===== config.mk =====
export PLATFORM = sky130hd
export DESIGN_NAME = round_robin_idle_worker_allocator
export DESIGN_NICKNAME = d
export VERILOG_FILES = /design/src/sv/rrwa_pkg.sv /design/src/sv/round_robin_idle_worker_allocator.sv /design/src/sv/rrwa_ctrl.sv /design/src/sv/rrwa_dp.sv
export SDC_FILE = /design/constraint.sdc
export NUM_CORES = 1
export LEC_CHECK = 0
export ABC_AREA = 1
export BUFFER_PORTS_ARGS = -buffer_cell sky130_fd_sc_hd__buf_2
export CELL_PAD_IN_SITES_DETAIL_PLACEMENT = 1
export CELL_PAD_IN_SITES_GLOBAL_PLACEMENT = 1
export CORE_ASPECT_RATIO = 0.75
export CORE_UTILIZATION = 40
export DETAILED_ROUTE_END_ITERATION = 10
export PLACE_DENSITY = 0.77
export SYNTH_ARGS = -nofsm -noshare
export SYNTH_HDL_FRONTEND = slang
export SYNTH_SLANG_ARGS = --single-unit

===== constraint.sdc =====
create_clock -name aclk -period 7.9 [get_ports aclk]
set_input_delay 1.58 -clock aclk [delete_from_list [all_inputs] [get_ports aclk]]
set_output_delay 1.58 -clock aclk [all_outputs]
set_load 0.05 [all_outputs]

===== src/sv/rrwa_pkg.sv =====
// Shared constants, codes and control types for the round-robin worker allocator.
`timescale 1ns / 1ps
`default_nettype none

package rrwa_pkg;

    localparam int MAX_WORKERS = 16;
    localparam int WIDX_W      = $clog2(MAX_WORKERS);
    localparam int CNT_W       = WIDX_W + 1;
    localparam int STATE_W     = 3;
    localparam int MODE_W      = 3;
    localparam int ERR_W       = 8;
    localparam int POOL_W      = 15;
    localparam int ID_W        = 31;
    localparam int STATUS_W    = 2;
    localparam int CFG_DATA_W  = 15;
    localparam int IN_DATA_W   = 16;
    localparam int OUT_DATA_W  = 56;

    // Worker state codes.
    localparam logic [STATE_W-1:0] ST_UNSTARTED  = 3'd0;
    localparam logic [STATE_W-1:0] ST_IDLE       = 3'd1;
    localparam logic [STATE_W-1:0] ST_LOCKED     = 3'd2;
    localparam logic [STATE_W-1:0] ST_PROCESSING = 3'd3;
    localparam logic [STATE_W-1:0] ST_SHUTDOWN   = 3'd4;
    localparam logic [STATE_W-1:0] ST_ERROR      = 3'd5;

    // Item modes.
    localparam logic [MODE_W-1:0] MODE_START    = 3'd0;
    localparam logic [MODE_W-1:0] MODE_JOB_BEG  = 3'd1;
    localparam logic [MODE_W-1:0] MODE_JOB_END  = 3'd2;
    localparam logic [MODE_W-1:0] MODE_SHUTDOWN = 3'd3;
    localparam logic [MODE_W-1:0] MODE_ERROR    = 3'd4;
    localparam logic [MODE_W-1:0] MODE_ACQUIRE  = 3'd5;
    localparam logic [MODE_W-1:0] MODE_QUERY    = 3'd6;

    // Result status codes.
    localparam logic [STATUS_W-1:0] STAT_OK        = 2'd0;
    localparam logic [STATUS_W-1:0] STAT_NO_WORKER = 2'd1;
    localparam logic [STATUS_W-1:0] STAT_BAD_INDEX = 2'd2;

    // Configuration register indexes.
    localparam logic REG_ACTIVE_WORKERS = 1'b0;
    localparam logic REG_POOL_ID        = 1'b1;

    typedef struct packed {
        logic load;   // capture the incoming item
        logic exec;   // evaluate the item, update state and load the result
    } rrwa_cmd_t;

endpackage

`default_nettype wire


===== src/sv/round_robin_idle_worker_allocator.sv =====
// Top level of the round-robin idle worker allocator.
`timescale 1ns / 1ps
`default_nettype none

//  Channel  Direction  Payload
//  s_       in         tuser: mode; tdata: worker_index, error_code
//  m_       out        tdata: granted, chosen_index, worker_id, worker_state,
//                      status, reported_error
//  cfg_     in         index 0 active_workers, index 1 pool_id
//
// Each item is first captured and then executed: in execution the rotated
// priority search over the idle bits and the state table update complete.
// Reset clears all workers to not started, the pointer to zero, the active
// count to the full pool and the pool id to zero. A result waiting in the
// output register does not block capture of the next item, but that item is
// not executed until the result is taken.

module round_robin_idle_worker_allocator import rrwa_pkg::*; (
    input  wire logic                  aclk,
    input  wire logic                  aresetn,
    input  wire logic                  s_tvalid,
    output logic                       s_tready,
    // [3:0] worker_index, [11:4] error_code, [15:12] zero
    input  wire logic [IN_DATA_W-1:0]  s_tdata,
    // [2:0] mode
    input  wire logic [MODE_W-1:0]     s_tuser,
    output logic                       m_tvalid,
    input  wire logic                  m_tready,
    // [0] granted, [4:1] chosen_index, [35:5] worker_id, [38:36] worker_state,
    // [40:39] status, [48:41] reported_error, [55:49] zero
    output logic [OUT_DATA_W-1:0]      m_tdata,
    input  wire logic                  cfg_we,
    input  wire logic                  cfg_index,
    input  wire logic [CFG_DATA_W-1:0] cfg_wdata
);

    rrwa_cmd_t cmd;

    rrwa_ctrl u_ctrl (
        .aclk     (aclk),
        .aresetn  (aresetn),
        .s_tvalid (s_tvalid),
        .s_tready (s_tready),
        .m_tvalid (m_tvalid),
        .m_tready (m_tready),
        .cmd      (cmd)
    );

    rrwa_dp u_dp (
        .aclk      (aclk),
        .aresetn   (aresetn),
        .cmd       (cmd),
        .in_mode   (s_tuser),
        .in_index  (s_tdata[WIDX_W-1:0]),
        .in_error  (s_tdata[WIDX_W+ERR_W-1:WIDX_W]),
        .cfg_we    (cfg_we),
        .cfg_index (cfg_index),
        .cfg_wdata (cfg_wdata),
        .out_data  (m_tdata)
    );

endmodule

`default_nettype wire


===== src/sv/rrwa_ctrl.sv =====
// Controller state machine: input capture, execution and result handshake.
`timescale 1ns / 1ps
`default_nettype none

module rrwa_ctrl import rrwa_pkg::*; (
    input  wire logic aclk,
    input  wire logic aresetn,
    input  wire logic s_tvalid,
    output logic      s_tready,
    output logic      m_tvalid,
    input  wire logic m_tready,
    output rrwa_cmd_t cmd
);

    localparam logic S_IDLE = 1'b0;
    localparam logic S_EXEC = 1'b1;

    logic state_reg, state_next;
    logic m_tvalid_reg, m_tvalid_next;

    always_comb begin
        state_next    = state_reg;
        m_tvalid_next = m_tvalid_reg;
        cmd           = '0;
        s_tready      = 1'b0;
        if (m_tready) begin
            m_tvalid_next = 1'b0;
        end
        case (state_reg)
            S_IDLE: begin
                s_tready = 1'b1;
                if (s_tvalid) begin
                    cmd.load   = 1'b1;
                    state_next = S_EXEC;
                end
            end
            S_EXEC: begin
                // The result register must be free or emptying this cycle.
                if (!m_tvalid_reg || m_tready) begin
                    cmd.exec      = 1'b1;
                    m_tvalid_next = 1'b1;
                    state_next    = S_IDLE;
                end
            end
            default: begin
                state_next = S_IDLE;
            end
        endcase
    end

    always_ff @(posedge aclk) begin
        if (!aresetn) begin
            state_reg    <= S_IDLE;
            m_tvalid_reg <= 1'b0;
        end else begin
            state_reg    <= state_next;
            m_tvalid_reg <= m_tvalid_next;
        end
    end

    assign m_tvalid = m_tvalid_reg;

endmodule

`default_nettype wire


===== src/sv/rrwa_dp.sv =====
// Datapath: worker state table, round-robin search, configuration and result register.
`timescale 1ns / 1ps
`default_nettype none

module rrwa_dp import rrwa_pkg::*; (
    input  wire logic                  aclk,
    input  wire logic                  aresetn,
    input  wire rrwa_cmd_t             cmd,
    input  wire logic [MODE_W-1:0]     in_mode,
    input  wire logic [WIDX_W-1:0]     in_index,
    input  wire logic [ERR_W-1:0]      in_error,
    input  wire logic                  cfg_we,
    input  wire logic                  cfg_index,
    input  wire logic [CFG_DATA_W-1:0] cfg_wdata,
    output logic [OUT_DATA_W-1:0]      out_data
);

    logic [STATE_W-1:0] states_reg [MAX_WORKERS];
    logic [WIDX_W-1:0]  ptr_reg, ptr_next;
    logic [CNT_W-1:0]   active_reg;
    logic [POOL_W-1:0]  pool_reg;

    logic [MODE_W-1:0]  mode_reg;
    logic [WIDX_W-1:0]  index_reg;
    logic [ERR_W-1:0]   error_reg;

    logic                out_granted_next, out_granted_reg;
    logic [WIDX_W-1:0]   out_chosen_next, out_chosen_reg;
    logic [ID_W-1:0]     out_id_next, out_id_reg;
    logic [STATE_W-1:0]  out_state_next, out_state_reg;
    logic [STATUS_W-1:0] out_status_next, out_status_reg;
    logic [ERR_W-1:0]    out_err_next, out_err_reg;

    logic                wr_en;
    logic [WIDX_W-1:0]   wr_addr;
    logic [STATE_W-1:0]  wr_state;
    logic                ptr_we;

    logic [CNT_W-1:0]       n_eff;
    logic [WIDX_W-1:0]      start;
    logic [MAX_WORKERS-1:0] idle_mask;
    logic [MAX_WORKERS-1:0] upper_mask;
    logic [WIDX_W-1:0]      hit_hi, hit_lo, cur;
    logic [CNT_W-1:0]       cur_inc;
    logic                   index_ok;

    function automatic logic [WIDX_W-1:0] first_set(input logic [MAX_WORKERS-1:0] m);
        logic [WIDX_W-1:0] r;
        r = '0;
        for (int i = MAX_WORKERS - 1; i >= 0; i--) begin
            if (m[i]) r = WIDX_W'(i);
        end
        return r;
    endfunction

    function automatic logic [ID_W-1:0] make_id(input logic [POOL_W-1:0] pool,
                                                input logic [WIDX_W-1:0] idx);
        return {pool, (ID_W - POOL_W - WIDX_W)'(0), idx};
    endfunction

    // A zero count acts as one worker, anything above the pool size as the full pool.
    always_comb begin
        if (active_reg == '0) begin
            n_eff = CNT_W'(1);
        end else if (active_reg > CNT_W'(MAX_WORKERS)) begin
            n_eff = CNT_W'(MAX_WORKERS);
        end else begin
            n_eff = active_reg;
        end
    end

    // The search starts at worker zero when the pointer lies past a shrunken pool.
    assign start = ({1'b0, ptr_reg} >= n_eff) ? '0 : ptr_reg;

    always_comb begin
        for (int i = 0; i < MAX_WORKERS; i++) begin
            idle_mask[i]  = (states_reg[i] == ST_IDLE) && (CNT_W'(i) < n_eff);
            upper_mask[i] = idle_mask[i] && (WIDX_W'(i) >= start);
        end
    end

    assign hit_hi   = first_set(upper_mask);
    assign hit_lo   = first_set(idle_mask);
    assign cur      = (|upper_mask) ? hit_hi : hit_lo;
    assign cur_inc  = {1'b0, cur} + CNT_W'(1);
    assign index_ok = {1'b0, index_reg} < n_eff;

    always_comb begin
        out_granted_next = 1'b0;
        out_chosen_next  = '0;
        out_id_next      = '0;
        out_state_next   = ST_UNSTARTED;
        out_status_next  = STAT_OK;
        out_err_next     = '0;
        wr_en            = 1'b0;
        wr_addr          = index_reg;
        wr_state         = ST_IDLE;
        ptr_we           = 1'b0;
        ptr_next         = ptr_reg;

        if (mode_reg == MODE_ACQUIRE) begin
            ptr_we = 1'b1;
            if (|idle_mask) begin
                wr_en            = 1'b1;
                wr_addr          = cur;
                wr_state         = ST_LOCKED;
                ptr_next         = (cur_inc == n_eff) ? '0 : cur_inc[WIDX_W-1:0];
                out_granted_next = 1'b1;
                out_chosen_next  = cur;
                out_id_next      = make_id(pool_reg, cur);
                out_state_next   = ST_LOCKED;
            end else begin
                // A full pass leaves the pointer where the search began.
                ptr_next        = start;
                out_status_next = STAT_NO_WORKER;
            end
        end else if (mode_reg inside {[MODE_START:MODE_ERROR], MODE_QUERY}) begin
            out_chosen_next = index_reg;
            out_id_next     = make_id(pool_reg, index_reg);
            if (!index_ok) begin
                out_status_next = STAT_BAD_INDEX;
            end else begin
                case (mode_reg)
                    MODE_START:    wr_state = ST_IDLE;
                    MODE_JOB_BEG:  wr_state = ST_PROCESSING;
                    MODE_JOB_END:  wr_state = ST_IDLE;
                    MODE_SHUTDOWN: wr_state = ST_SHUTDOWN;
                    MODE_ERROR:    wr_state = ST_ERROR;
                    default:       wr_state = ST_IDLE;
                endcase
                if (mode_reg == MODE_QUERY) begin
                    out_state_next = states_reg[index_reg];
                end else begin
                    wr_en          = 1'b1;
                    out_state_next = wr_state;
                end
                if (mode_reg == MODE_ERROR) begin
                    out_err_next = error_reg;
                end
            end
        end
    end

    always_ff @(posedge aclk) begin
        if (!aresetn) begin
            for (int i = 0; i < MAX_WORKERS; i++) begin
                states_reg[i] <= ST_UNSTARTED;
            end
            ptr_reg    <= '0;
            active_reg <= CNT_W'(MAX_WORKERS);
            pool_reg   <= '0;
        end else begin
            if (cmd.exec && wr_en) begin
                states_reg[wr_addr] <= wr_state;
            end
            if (cmd.exec && ptr_we) begin
                ptr_reg <= ptr_next;
            end
            if (cfg_we) begin
                if (cfg_index == REG_ACTIVE_WORKERS) begin
                    active_reg <= cfg_wdata[CNT_W-1:0];
                end else begin
                    pool_reg <= cfg_wdata[POOL_W-1:0];
                end
            end
        end
    end

    always_ff @(posedge aclk) begin
        if (cmd.load) begin
            mode_reg  <= in_mode;
            index_reg <= in_index;
            error_reg <= in_error;
        end
        if (cmd.exec) begin
            out_granted_reg <= out_granted_next;
            out_chosen_reg  <= out_chosen_next;
            out_id_reg      <= out_id_next;
            out_state_reg   <= out_state_next;
            out_status_reg  <= out_status_next;
            out_err_reg     <= out_err_next;
        end
    end

    assign out_data = {7'd0, out_err_reg, out_status_reg, out_state_reg,
                       out_id_reg, out_chosen_reg, out_granted_reg};

endmodule

`default_nettype wire

==> impl_metrics.tcl, run 1 <==
set metrics [dict create \
    initial_core_util_pct 41.4 \
    cp-end-kind "register" \
    hold_class "register to register" \
    grt_usage_pct 24.4 \
    r2r_start "u_dp.active_reg[3]" \
    ys_ff_latch 126 \
    rows 40 \
    cts_resized 0 \
    pwr-share-comb_pct 16.1 \
    io_buffers 74 \
    worstHoldStart "u_dp.pool_reg[12]" \
    critical_path.reg2reg.endpoint "u_dp.ptr_reg[3]" \
    dp_hpwl_mm 14.2 \
    dp_slack_ns 3.66 \
    wire_per_inst_um 18.4 \
    drc 0 \
    layout-drive-gt1-share_pct 18.5 \
    pin_count 98 \
    vias_per_cell 5.25 \
    synth_commonest_cells "131 x nand2_1, 126 x nor2_1, 114 x inv_1" \
    n_antenna_cell 0 \
    worst_pin_slew_ns 1.08 \
    required_ns 8.19 \
    cpMostUsedCell "nand2_1" \
    fmax_mhz 226 \
    htreeDepth 4 \
    cts_setup_buffers 0 \
    vias 5691 \
    yosysMostFrequentCell "nand2_1" \
    syn_inst 791 \
    synth-seq-area-share_pct 52.1 \
    min_to "u_dp.pool_reg[12]" \
    firstDrtPassIters 5 \
    antenna_found_initial 0 \
    final_nets 909 \
    post-synth-top-area-cell "edfxtp_1" \
    cp_data_arrival_time_ns 4.71 \
    ctsHoldBuffers 0 \
    grt_pass1_wl_mm 31.2 \
    switching_share_pct 31.0 \
    critPathLaunchType "register" \
    syn2layout_area_growth_pct 15.9 \
    synthesis.area_um2 6690 \
    critPathKind "register to register" \
    synth_warnings 0 \
    synth_top_area_share_pct 43.1 \
    core-area_um2 16200 \
    p_total_mw 1.90 \
    largest_reg_flops 48 \
    drt_iter0_drc 362 \
    path_clk_slew_ns 0.07 \
    path_max_fanout 7 \
    slowest_delay_ns 0.50 \
    tritoncts "yes" \
    grt_pass1_vias 5739 \
    gp_congestion 0.848 \
    ys.flop_type "edfxtp_1" \
    clockBufferDepth 2 \
    tns_ns 0 \
    timing.final.ws_setup_ns 3.48 \
    rsz0062_at_grt "false" \
    whs_path_depth 2 \
    hold_viol 0 \
    avgSynthCellArea_um2 8.46 \
    crit_slowest_cell "dfxtp_1" \
    drtAntennaViolNets 0 \
    rrSetupSlack_ns 3.48 \
    cts_buffers 17 \
    slew_headroom_pct 27.9 \
    p_leak_nw 3.40 \
    routed_wl_mm 19.9 \
    finClkSkew_ns 0.0184 \
    seqPwrFrac_pct 41.2 \
    fp.dieArea_um2 17300 \
    switchingPower_mw 0.588 \
    grt_max_degree 42 \
    vdd_drop_max_mv 0.178 \
    clock-root-buffer "clkbuf_16" \
    yosys-top-cells-area "edfxtp_1 43%, dfxtp_1 9.0%, nand2_1 7.3%" \
    p_per_area_nw_per_um2 245 \
    clock_latency_ns 0.42 \
    intPower_mw 1.31 \
    drv_slew 0 \
    die_w_um 151 \
    die_h_um 114 \
    grt.overflow.total 0 \
    status "completed" \
    synth_edf_count 96 \
    layout_min_cycle_time_ns 4.42 \
    clkPwrFrac_pct 42.7 \
    clock-sinks 126 \
    async_flop_share_pct 0 \
    maxCapViolCount 0 \
    period_share_pct 55.9 \
    finalSetupViolCount 0 \
    n_fill_cell 1925 \
    ys_types 43 \
    reg2regPathDepth 37 \
]
-- critical path, delay by kind of cell, from the launching register on --
kind | cells | cell delay (ns)
and+or+nand+nor | 31 | 2.79
adders and majority gates | 2 | 0.55
DFF | 1 | 0.50
xor gates and xnor gates | 1 | 0.20
AOI/OAI and AO/OA | 2 | 0.20
buffers and inverters | 1 | 0.04
-- through the flow --
stage / hold slack [ns] / std cells / utilization, % / area (um^2)
2_1_floorplan: 0.430 / 809 / - / 6760
6_report: 0.457 / 1084 / 48.0 / 7750
4_1_cts: 0.459 / 1084 / 48.0 / 7750
3_5_place_dp: 0.449 / 1052 / 44.3 / 7160
5_1_grt: 0.487 / 1084 / 48.0 / 7750
3_3_place_gp: 0.444 / 1052 / 44.3 / 7160
-- how the worst max path moves through the flow --
stage,startpoint,endpoint,slack [ns],depth (start not counted)
2_1_floorplan,u_dp.active_reg[3],u_dp.ptr_reg[0],4.47,37
3_5_place_dp,u_dp.active_reg[3],u_dp.ptr_reg[0],3.66,37
5_1_grt,u_dp.active_reg[3],u_dp.ptr_reg[1],3.07,37
3_3_place_gp,aresetn,u_dp.states_reg[5][0],3.71,7
6_report,u_dp.active_reg[3],u_dp.ptr_reg[3],3.48,37
4_1_cts,u_dp.active_reg[3],u_dp.ptr_reg[3],3.57,37
-- routing by layer --
layer  part of all wire, %  vias up  track usage, %
met5                     0        -               0
met4                   1.3        0            7.07
met3                   4.1       18            4.44
met2                    47      137            38.8
met1                    48     2830            33.8
li1                      -     2706               -
-- area by class of cell --
type                            count  area (um^2)  area share [%]
Clock inverter                     13          153            1.97
Multi-Input combinational cell    517         2560            33.0
Sequential cell                   126         3480            44.9
Inverter                          122          463            5.97
Tap cell                          210          263            3.39
Clock buffer                       19          443            5.71
Timing Repair Buffer               77          393            5.07
-- cell usage in the layout (no fill, tap or decap), types with 3 or more instances in the layout --
cell | synthesis | routed
a21oi_1 | 47 | 46
buf_2 | 2 | 74
buf_4 | 25 | 3
clkbuf_16 | 0 | 17
conb_1 | 1 | 19
dfxtp_1 | 30 | 30
edfxtp_1 | 96 | 96
ha_1 | 8 | 8
inv_1 | 114 | 114
inv_2 | 6 | 6
inv_6 | 0 | 5
nand2_1 | 131 | 131
nand2_2 | 13 | 13
nand3_1 | 38 | 38
nand4_1 | 3 | 3
nor2_1 | 126 | 125
nor2_2 | 11 | 12
nor2_4 | 4 | 4
nor3_1 | 6 | 6
nor4_2 | 6 | 6
o211ai_1 | 12 | 12
o21ai_0 | 63 | 63
o21ai_1 | 4 | 4
o21ai_2 | 3 | 3
o221ai_1 | 3 | 3
-- power groups by stage --
stage | registers [mW] | logic [mW] | clock network (mW)
final | 0.781 | 0.306 | 0.810
after global placement | 0.792 | 0.292 | 0
after floorplan | 0.820 | 0.195 | 0
after global routing | 0.785 | 0.331 | 0.840
after CTS | 0.781 | 0.304 | 0.814
after detailed placement | 0.794 | 0.299 | 0
-- cells by family after synthesis --
| kind of cell | after synthesis | share of synthesized area [%] |
|---|---|---|
| buffers and inverters | 166 | 10.8 |
| adder cells (fa/ha/maj) | 8 | 1.50 |
| other | 1 | 0.0561 |
| AND/OR/NAND/NOR | 344 | 23.0 |
| XOR/XNOR | 2 | 0.374 |
| flip-flops | 126 | 52.1 |
| AO/OA/AOI/OAI | 144 | 12.2 |
(Power assumes the default switching activity.)
==> run 2: changes to the inputs <==
Settings changed: ABC_AREA 1 to 0.
Clock period 7.9 ns to 3.7 ns, I/O delays scaled along.
==> run 2 against run 1 <==
Against the previous run:
- the flow now finishes with violations (setup timing)
- sequential share of layout area decreased by 8.4 points
- fmax is 14% higher
- combinational power rose to 3.1 times the previous value
- routed wire length grew 29%
==> impl_metrics.tcl, run 2 <==
set metrics [dict create \
    status "finished, violations left" \
    failed_checks "setup timing" \
    antenna_found_initial 0 \
    vias_per_cell 5.82 \
    die_h_um 118 \
    required_ns 4.04 \
    clock-sinks 126 \
    grt_usage_pct 26.8 \
    p_leak_nw 3.58 \
    initial_core_util_pct 41.7 \
    path_clk_slew_ns 0.07 \
    timing.final.ws_setup_ns -0.173 \
    tritoncts "yes" \
    layout_min_cycle_time_ns 3.87 \
    maxCapViolCount 0 \
    worst_pin_slew_ns 1.04 \
    io_buffers 74 \
    slew_headroom_pct 30.4 \
    post-synth-top-area-cell "edfxtp_1" \
    yosys-top-cells-area "edfxtp_1 40%, dfxtp_1 8.4%, mux4_2 4.7%" \
    switchingPower_mw 1.39 \
    vias 6279 \
    drt_iter0_drc 460 \
    htreeDepth 4 \
    gp_congestion 0.943 \
    layout-drive-gt1-share_pct 41.0 \
    clkPwrFrac_pct 41.1 \
    dp_slack_ns -0.361 \
    firstDrtPassIters 5 \
    drtAntennaViolNets 0 \
    rsz0062_at_grt "true" \
    synth_warnings 0 \
    syn2layout_area_growth_pct 33.3 \
    slowest_delay_ns 0.52 \
    path_max_fanout 13 \
    grt_pass1_wl_mm 36.8 \
    fmax_mhz 258 \
    final_cell_mix "96 x edfxtp_1, 89 x buf_4, 74 x nand2_1, 74 x buf_2, 71 x nor2_1" \
    path_cells "buf_6, buf_12, a21oi_1, or4b_1, buf_4, o32a_1, nand3_1, a32o_2, a32oi_2, o21ai_2, ha_4, nand2_2, nor4_4, o41ai_4, a2111o_1, and3_4" \
    vdd_drop_max_mv 0.200 \
    grt_max_degree 43 \
    synth-seq-area-share_pct 48.6 \
    finClkSkew_ns 0.0129 \
    pwr-share-comb_pct 21.4 \
    n_antenna_cell 0 \
    ys_types 90 \
    drc 0 \
    synth_edf_count 96 \
    synth_commonest_cells "96 x edfxtp_1, 85 x nand2_1, 81 x nor2_1" \
    async_flop_share_pct 0 \
    grt_pass1_vias 6443 \
    clock-root-buffer "clkbuf_16" \
    fp.dieArea_um2 18500 \
    routed_wl_mm 25.8 \
    largest_reg_flops 48 \
    drv_slew 0 \
    critPathLaunchType "register" \
    final_nets 878 \
    rows 41 \
    ys.flop_type "edfxtp_1" \
    pin_count 98 \
    finalSetupViolCount 23 \
    dp_hpwl_mm 16.6 \
    intPower_mw 3.04 \
    cp-end-kind "register" \
    critPathKind "register to register" \
    crit_slowest_cell "or4b_1" \
    p_per_area_nw_per_um2 464 \
    grt.overflow.total 0 \
    synth_top_area_share_pct 40.2 \
    die_w_um 157 \
    switching_share_pct 31.3 \
    cp_data_arrival_time_ns 4.21 \
    syn_inst 676 \
    clockBufferDepth 2 \
    hold_viol 0 \
    ys_ff_latch 126 \
    synthesis.area_um2 7170 \
    yosysMostFrequentCell "edfxtp_1" \
    seqPwrFrac_pct 37.5 \
    hold_class "register to register" \
    final_common_cell "edfxtp_1" \
    rrSetupSlack_ns -0.17 \
    p_total_mw 4.43 \
    wire_per_inst_um 23.9 \
    period_share_pct 105 \
    avgSynthCellArea_um2 10.6 \
    core-area_um2 17200 \
    cts_buffers 17 \
    clock_latency_ns 0.44 \
]
[run 2: changes by cell type after synthesis, sizes merged, moves of 24 or more]
cell   delta
inv     -110
nand2    -60
nor2     -59
o21ai    -36
nor2b    +28
a21oi    -24
[run 2: stage by stage]
stage          TNS, ns  utilization (%)  instance area [um^2]  cells  hold WS [ns]
2_1_floorplan  -0.0578                -                  7340    694         0.439
3_3_place_gp     -1.49             48.3                  8310   1031         0.445
3_5_place_dp    -14.03             48.3                  8310   1031         0.457
4_1_cts         -0.149             53.1                  9120   1070         0.466
5_1_grt          -6.29             55.6                  9560   1079         0.459
6_report        -0.834             55.6                  9560   1079         0.465
[run 2: repair_timing]
item,4_1_cts,5_1_grt
resized for setup,32,75
hold endpoints to repair,0,0
buffers inserted,7,11
hold buffers,0,0
pin swaps,21,32
setup endpoints to repair,99,112
cloned,0,0
[run 2: final timing paths]
check / from / to / cells after the start
hold reg to reg: u_dp.pool_reg[14] / u_dp.pool_reg[14] / 2
setup / recovery: u_dp.active_reg[4] / u_dp.ptr_reg[3] / 16
setup reg to reg: u_dp.active_reg[4] / u_dp.ptr_reg[3] / 16
hold / removal: u_dp.pool_reg[14] / u_dp.pool_reg[14] / 2
[run 2: area by class of cell]
type,instances,area (um^2)
fillers,1832,7630
multi-input cells,498,3890
flip-flops and latches,126,3490
repair buffers,175,1200
clock buffers,17,425
well taps,236,295
clock inverters,15,199
inverters,12,55.1
[run 2: power by group through the flow]
stage	combinational (mW)	sequential, mW	clock [mW]
finish	0.949	1.66	1.82
CTS	0.837	1.66	1.82
global route	0.992	1.67	1.88
global placement	0.771	1.68	0
detailed placement	0.797	1.69	0
floorplan	0.473	1.74	0
[run 2: metal layers]
metal	vias to the layer above	global-route usage, %	wire (um)
li1	2757	-	-
met1	3211	34.3	10700
met2	241	44.5	12800
met3	70	6.11	1440
met4	0	8.76	816
met5	-	0	0
[run 2: logic make-up after synthesis]
| logic type | after synthesis | synth area share, % |
|---|---|---|
| muxes | 25 | 6.35 |
| buffers and inverters | 70 | 5.41 |
| xor gates and xnor gates | 5 | 0.611 |
| AOI/OAI and AO/OA | 149 | 16.8 |
| other | 1 | 0.0523 |
| adders and majority gates | 8 | 1.40 |
| DFF | 126 | 48.6 |
| and+or+nand+nor | 292 | 20.8 |
[run 2: critical path: cells and delay by family, from the launching register on]
family,cells,cell delay [ns]
DFF,1,0.36
and+or+nand+nor,5,1.30
AOI/OAI and AO/OA,7,1.32
adders and majority gates,1,0.23
buffers and inverters,3,0.54
